$ cat src/hw/rtl/isu_ram.sv
// ----------------------------------------------------------------------------
// isu_ram
// Generic simple dual-port RAM: one write port, one read port with
// registered read data.
// ----------------------------------------------------------------------------
module isu_ram #(
  parameter int Width = 8,
  parameter int Depth = 16
) (
  input  logic                     clk_i,
  input  logic                     we_i,
  input  logic [$clog2(Depth)-1:0] waddr_i,
  input  logic [Width-1:0]         wdata_i,
  input  logic                     re_i,
  input  logic [$clog2(Depth)-1:0] raddr_i,
  output logic [Width-1:0]         rdata_o
);

  logic [Width-1:0] mem_q [Depth];
  logic [Width-1:0] rdata_q;

  always_ff @(posedge clk_i) begin
    if (we_i) begin
      mem_q[waddr_i] <= wdata_i;
    end
    if (re_i) begin
      rdata_q <= mem_q[raddr_i];
    end
  end

  assign rdata_o = rdata_q;

endmodule
$ cat config.mk
export PLATFORM = sky130hd
export DESIGN_NAME = isu_ram
export DESIGN_NICKNAME = d
export VERILOG_FILES = /design/src/hw/rtl/isu_ram.sv
export SDC_FILE = /design/constraint.sdc
export NUM_CORES = 1
export LEC_CHECK = 0
export ABC_AREA = 1
export BUFFER_PORTS_ARGS = -buffer_cell sky130_fd_sc_hd__buf_4
export CAP_MARGIN = 20
export CELL_PAD_IN_SITES_DETAIL_PLACEMENT = 1
export CELL_PAD_IN_SITES_GLOBAL_PLACEMENT = 1
export CORE_ASPECT_RATIO = 1.2
export CORE_MARGIN = 10
export CORE_UTILIZATION = 49
export CTS_BUF_LIST = sky130_fd_sc_hd__clkbuf_16
export CTS_CLUSTER_SIZE = 30
export DETAILED_ROUTE_END_ITERATION = 7
export GPL_ROUTABILITY_DRIVEN = 0
export PLACE_DENSITY = 0.8
export SYNTH_ARGS = -nofsm -noshare
export SYNTH_HDL_FRONTEND = slang
export SYNTH_SLANG_ARGS = --single-unit
$ cat constraint.sdc
create_clock -name clk_i -period 1.26 [get_ports clk_i]
set_input_delay 0.189 -clock clk_i [delete_from_list [all_inputs] [get_ports clk_i]]
set_output_delay 0.189 -clock clk_i [all_outputs]
set_load 0.01 [all_outputs]
==> results of run 1 <==
==> repair_timing <==
action | CTS | global route
resized for setup | 0 | 2
setup endpoints to repair | 0 | 1
hold buffers | 0 | 0
==> final cells by class <==
cell class | count | area [µm²]
Tap cell | 157 | 196
Sequential cell | 136 | 4080
Clock buffer | 17 | 425
Timing Repair Buffer | 55 | 500
Inverter | 102 | 383
Fill cell | 1263 | 4650
Clock inverter | 13 | 163
Multi-Input combinational cell | 289 | 1220
==> cells in the mapped netlist <==
master	n	share of area, %
nand3_1	97	8.3
buf_4	4	0.51
buf_6	6	1.2
inv_2	2	0.13
nor2_1	17	1.1
inv_1	100	6.4
buf_1	1	0.064
buf_2	13	1.1
nand2_1	173	11
edfxtp_1	136	70
nand3b_1	2	0.26
==> placed cells by master, fill, tap and decap left out, drive strengths merged <==
master,Yosys,layout
bufinv,0,4
nand3,97,97
clkbuf,0,17
inv,102,103
clkinvlp,0,1
edfxtp,136,136
nand2,173,173
nor2,17,17
buf,24,55
nand3b,2,2
clkinv,0,7
==> worst paths after layout <==
path | start | endpoint | slack, ns
setup reg to reg | mem_q[12][7] | rdata_o[7] | 0.03
setup / recovery | rdata_o[3] | rdata_o[3] | 0.02
hold reg to reg | mem_q[12][1] | rdata_o[1] | 0.77
hold / removal | re_i | rdata_o[3] | 0.1
==> where the power goes <==
group / internal [mW] / switching (mW)
Clock: 3.24 / 1.78
Combinational: 0.248 / 0.493
Sequential: 5.10 / 0.0385
==> routing by layer <==
layer	up-vias	track usage, %	part of all wire (%)
met4	0	11.0	3.9
met2	146	34.9	52
met3	41	4.01	4.5
met5	-	0	0
li1	1881	-	-
met1	2041	22.2	39
==> metrics by stage <==
stage | hold WS, ns | cell area (µm²) | worst slack, ns | std cells
after global routing | 0.0851 | 6970 | -0.0469 | 769
after detailed placement | 0.506 | 6380 | -0.181 | 739
after CTS | 0.0740 | 6970 | 0.00909 | 769
after global placement | 0.506 | 6380 | -0.117 | 739
after floorplan | 0.288 | 5850 | 0.120 | 551
final | 0.0960 | 6970 | 0.0249 | 769
==> registers in the layout (all words and copies together) (netlist names) <==
signal and cells:
mem_q 128, rdata_o 8
==> logic make-up (layout without fill, tap and decap cells) <==
kind of cell           after synthesis  after routing  share of synthesized area, %
and+or+nand+nor                    289            289                          20.8
DFF                                136            136                          69.8
buffers and inverters              126            187                          9.39
==> run_results.csv, run 1 <==
group,metric,value,unit
status,status,"finished, final reports clean",
global_route,grtUsageTotal,20.0,%
setup_path,cpLargestDelayFamily,"flip-flops",
yosys,synth_warnings,0,
route,firstDrtPassIters,5,
route,wl_per_cell,21.3,µm
clock_network,htreeDepth,4,
power,finalPower,10.9,mW
clock_network,post-cts-setup-buffers,0,
yosys,syn_inst,551,
clock_network,clkLatencyLatePin,0.41,ns
floorplan,initial_utilization,50.3,%
route,vias,4109,
floorplan,ios,27,
route,ant_nets,0,
timing,hold_viol,0,
final_layout,nets,620,
timing,worst_pin_slew,0.285,ns
global_route,antenna_found_initial,0,
clock_network,path_clk_slew,0.06,ns
power,irDropWorstVdd,0.000889,V
setup_path,critical_path_required,1.07,ns
route,post-route-drc-count,0,
clock_network,clockRootBuffer,"clkbuf_16",
clock_network,cts_buffer_depth,2,
worst_hold_path,hold_path_class,"in -> reg",
yosys,yosys.cell_types.count,11,
route,vias_per_cell,5.34,
global_route,grt_pass1_wl,25300,µm
timing,slew_headroom,81.0,%
setup_path,cp_slowest_stage_delay,0.45,ns
power,p_per_area,1560,nW/µm²
timing,min_period,1.24,ns
timing,tns,0,ns
setup_path,path_buf_inv,1,
global_route,gr-total-overflow,0,
setup_path,reg2regPathDepth,6,
floorplan,rows,43,
route,drt_wl_total,16400,µm
timing,setup_viol,0,
place,place_hpwl,10400,µm
final_layout,syn2layout_area_growth,19.3,%
final_layout,fin_util,60.0,%
clock_network,clkSinkCount,136,
floorplan,die_w,120,µm
timing,maxSlewViolCount,0,
worst_hold_path,min_path_cells,1,
floorplan,fp.coreArea,11600,µm²
flow_run,drv_cap,0,
setup_path,startpoint_type,"flop",
power,p_leak,3.03,nW
setup_path,crit_type,"reg -> out",
yosys,syn_area_per_cell,10.6,µm²
final_layout,diodes,0,
yosys,ys_seq_area_share,69.8,%
setup_path,crit_chain,"buf_4",
place,place.port_buffers,26,
setup_path,arrival,1.05,ns
yosys,syn-cell-area,5850,µm²
global_route,grt_max_degree,39,
clock_network,cts_tree,"built",
clock_network,cts_buffers,17,
route,drtIter0Drc,284,
floorplan,dieArea,16700,µm²
setup_path,crit_fanout,1,
setup_path,crit_cells,1,
timing,fin_crit_sh,98.0,%
timing,max_freq,810,MHz
yosys,synth-seq-cells,136,
floorplan,die_h,140,µm
timing,fin_skew,0.00689,ns
global_route,grt_pass1_vias,4552,
yosys,syn-num-nets,570,
setup_path,worstSetupEndpointType,"output pin",
final_layout,drive_gt1_share,13.9,%
setup_path,critical-path-slowest-cell,"edfxtp_1",
Power figures use the tool's default switching activity.
==> run 2, diff against run 1 <==
- ABC_AREA: 1 -> 0
- CAP_MARGIN: 20 -> 25
- CORE_UTILIZATION: 49 -> 53
- PLACE_DENSITY: 0.8 -> 0.79
==> run_results.csv, run 2 <==
group,metric,value,unit
power,p_leak,2.22,nW
timing,fin_skew,0.00689,ns
status,status,"finished, violations left",
yosys,syn_inst,229,
yosys,yosysTopAreaCell,"edfxtp_1",
route,vias_per_cell,5.96,
yosys,syn_area_per_cell,22.8,µm²
yosys,ys_seq_area_share,78.1,%
setup_path,critical-path-slowest-cell,"mux4_2",
global_route,antenna_found_initial,0,
timing,max_freq,673,MHz
floorplan,die_w,111,µm
timing,rsz0062_at_grt,"true",
yosys,syn-cell-area,5230,µm²
yosys,synth-edff-count,136,
timing,hold_viol,0,
route,vias,2615,
clock_network,cts_buffers,17,
setup_path,cpLargestDelayFamily,"multiplexers",
floorplan,dieArea,14300,µm²
place,place_area,5830,µm²
place,place_hpwl,8030,µm
yosys,synth_area_leaders,"edfxtp_1 78%, mux4_2 7.8%, mux4_1 7.0%",
yosys,synthArstFlopShare,0,%
clock_network,cts_buffer_depth,2,
yosys,synthTopCellsByCount,"136 x edfxtp_1, 18 x mux4_2, 16 x a22oi_1",
final_layout,diodes,0,
final_layout,final_common_cell,"edfxtp_1",
final_layout,stdcell_area,6520,µm²
worst_hold_path,min_path_cells,1,
route,drt_wl_total,12500,µm
clock_network,clkSinkCount,136,
floorplan,ios,27,
timing,setup_ws,-0.226,ns
final_layout,final_cell_mix,"136 x edfxtp_1, 60 x buf_4, 32 x mux4_2",
global_route,grtUsageTotal,18.1,%
yosys,synth_warnings,0,
status,violations,"setup timing",
floorplan,initial_utilization,54.7,%
yosys,syn-num-nets,248,
route,firstDrtPassIters,5,
floorplan,die_h,129,µm
clock_network,htreeDepth,4,
yosys,post-synth-top-count-cell,"edfxtp_1",
timing,slew_headroom,35.8,%
power,swShare,20.2,%
yosys,synth-seq-cells,136,
power,seqPwrFrac,46.1,%
clock_network,clkLatencyLatePin,0.42,ns
setup_path,cp_slowest_stage_delay,0.53,ns
floorplan,fp.coreArea,9560,µm²
yosys,ys.flop_type,"edfxtp_1",
timing,min_period,1.49,ns
final_layout,regMostFlops,"mem_q",
route,post-route-drc-count,0,
final_layout,nets,322,
clock_network,cts_hold_buf,0,
yosys,yosys.cell_types.count,18,
clock_network,post-cts-setup-buffers,0,
setup_path,startpoint_type,"flop",
clock_network,clockRootBuffer,"clkbuf_16",
setup_path,crit_chain,"mux4_2, a22oi_2, nand2_1",
final_layout,syn2layout_area_growth,24.8,%
setup_path,r2r_setup_slack,-0.23,ns
global_route,grt_pass1_wl,18700,µm
timing,maxSlewViolCount,0,
global_route,grt_pass1_vias,2912,
final_layout,largest_reg_flops,128,
final_layout,fin_util,68.2,%
final_layout,drive_gt1_share,46.2,%
worst_hold_path,hold_path_class,"in -> reg",
setup_path,crit_type,"reg -> reg",
yosys,synthDominantCellAreaShare,78.1,%
setup_path,critical_path_required,1.43,ns
clock_network,path_clk_slew,0.06,ns
global_route,gr-total-overflow,0,
route,wl_per_cell,28.5,µm
floorplan,rows,39,
power,p_per_area,1710,nW/µm²
power,p_int,8.90,mW
setup_path,crit_fanout,1,
route,ant_nets,0,
route,drtIter0Drc,251,
place,place.port_buffers,26,
flow_run,drv_cap,0,
timing,setup_viol,8,
global_route,grt_max_degree,19,
setup_path,reg2regPathDepth,3,
setup_path,path_buf_inv,0,
setup_path,arrival,1.65,ns
setup_path,worstSetupEndpointType,"flop",
power,clkPwrFrac,48.5,%
power,irDropWorstVdd,0.00162,V
setup_path,crit_cells,3,
clock_network,cts_tree,"built",
power,comb_power_share,5.4,%
timing,fin_crit_sh,118,%
power,p_switching,2.25,mW
timing,worst_pin_slew,0.959,ns
-- run 2: changes by cell type after synthesis, sizes merged, moves of 16 or more --
| cell | change |
|---|---|
| mux4 | +32 |
| buf | -17 |
| a22oi | +16 |
| inv | -102 |
| nand2 | -164 |
| nand3 | -96 |
-- run 2: worst paths after layout --
check                from     endpoint
max           mem_q[0][4]   rdata_o[4]
min            wdata_i[0]  mem_q[6][0]
max reg2reg   mem_q[0][4]   rdata_o[4]
min reg2reg  mem_q[15][4]   rdata_o[4]
-- run 2: final cells by class --
type | instances | area, µm²
Fill cell | 788 | 3040
Sequential cell | 136 | 4080
Timing Repair Buffer | 65 | 551
Clock inverter | 15 | 224
Clock buffer | 17 | 425
Tap cell | 123 | 154
Multi-Input combinational cell | 83 | 1090
-- run 2: stage by stage --
stage          std cells  TNS, ns  setup slack, ns  power, mW  hold WS, ns
3_5_place_dp         407   -17.08           -0.473       5.80        0.505
5_1_grt              439    -1.71           -0.253       11.4       0.0758
3_3_place_gp         407   -12.48           -0.444       5.77        0.491
2_1_floorplan        229    -1.28           -0.129       5.51        0.288
4_1_cts              439    -1.29           -0.184       11.2       0.0665
6_report             439    -1.40           -0.226       11.1       0.0853
-- run 2: power by group through the flow --
stage / logic [mW] / clock network (mW) / registers (mW)
6_report: 0.606 / 5.40 / 5.14
5_1_grt: 0.649 / 5.66 / 5.15
4_1_cts: 0.608 / 5.48 / 5.14
3_5_place_dp: 0.575 / 0 / 5.23
3_3_place_gp: 0.550 / 0 / 5.22
2_1_floorplan: 0.285 / 0 / 5.22
-- run 2: logic make-up (layout without fill, tap and decap cells) --
group	count (synthesis)	after routing	share of synthesized area [%]
AO/OA/AOI/OAI	16	16	2.30
buffers and inverters	10	97	1.65
flip-flops	136	136	78.1
multiplexers	32	32	14.8
AND/OR/NAND/NOR	35	35	3.14
-- run 2: repair_timing --
action                     4_1_cts  5_1_grt
setup endpoints to repair        8        8
hold endpoints to repair         0        0
pin swaps                        3        3
resized for setup                9        1
cloned                           0        0
-- run 2: layer usage --
metal  share of wire (%)  wire, µm  track usage, %
met5                   0         0               0
met2                  51      6380            30.3
met1                  41      5130            21.9
met3                 6.1       769            5.86
met4                 1.9       233            5.83
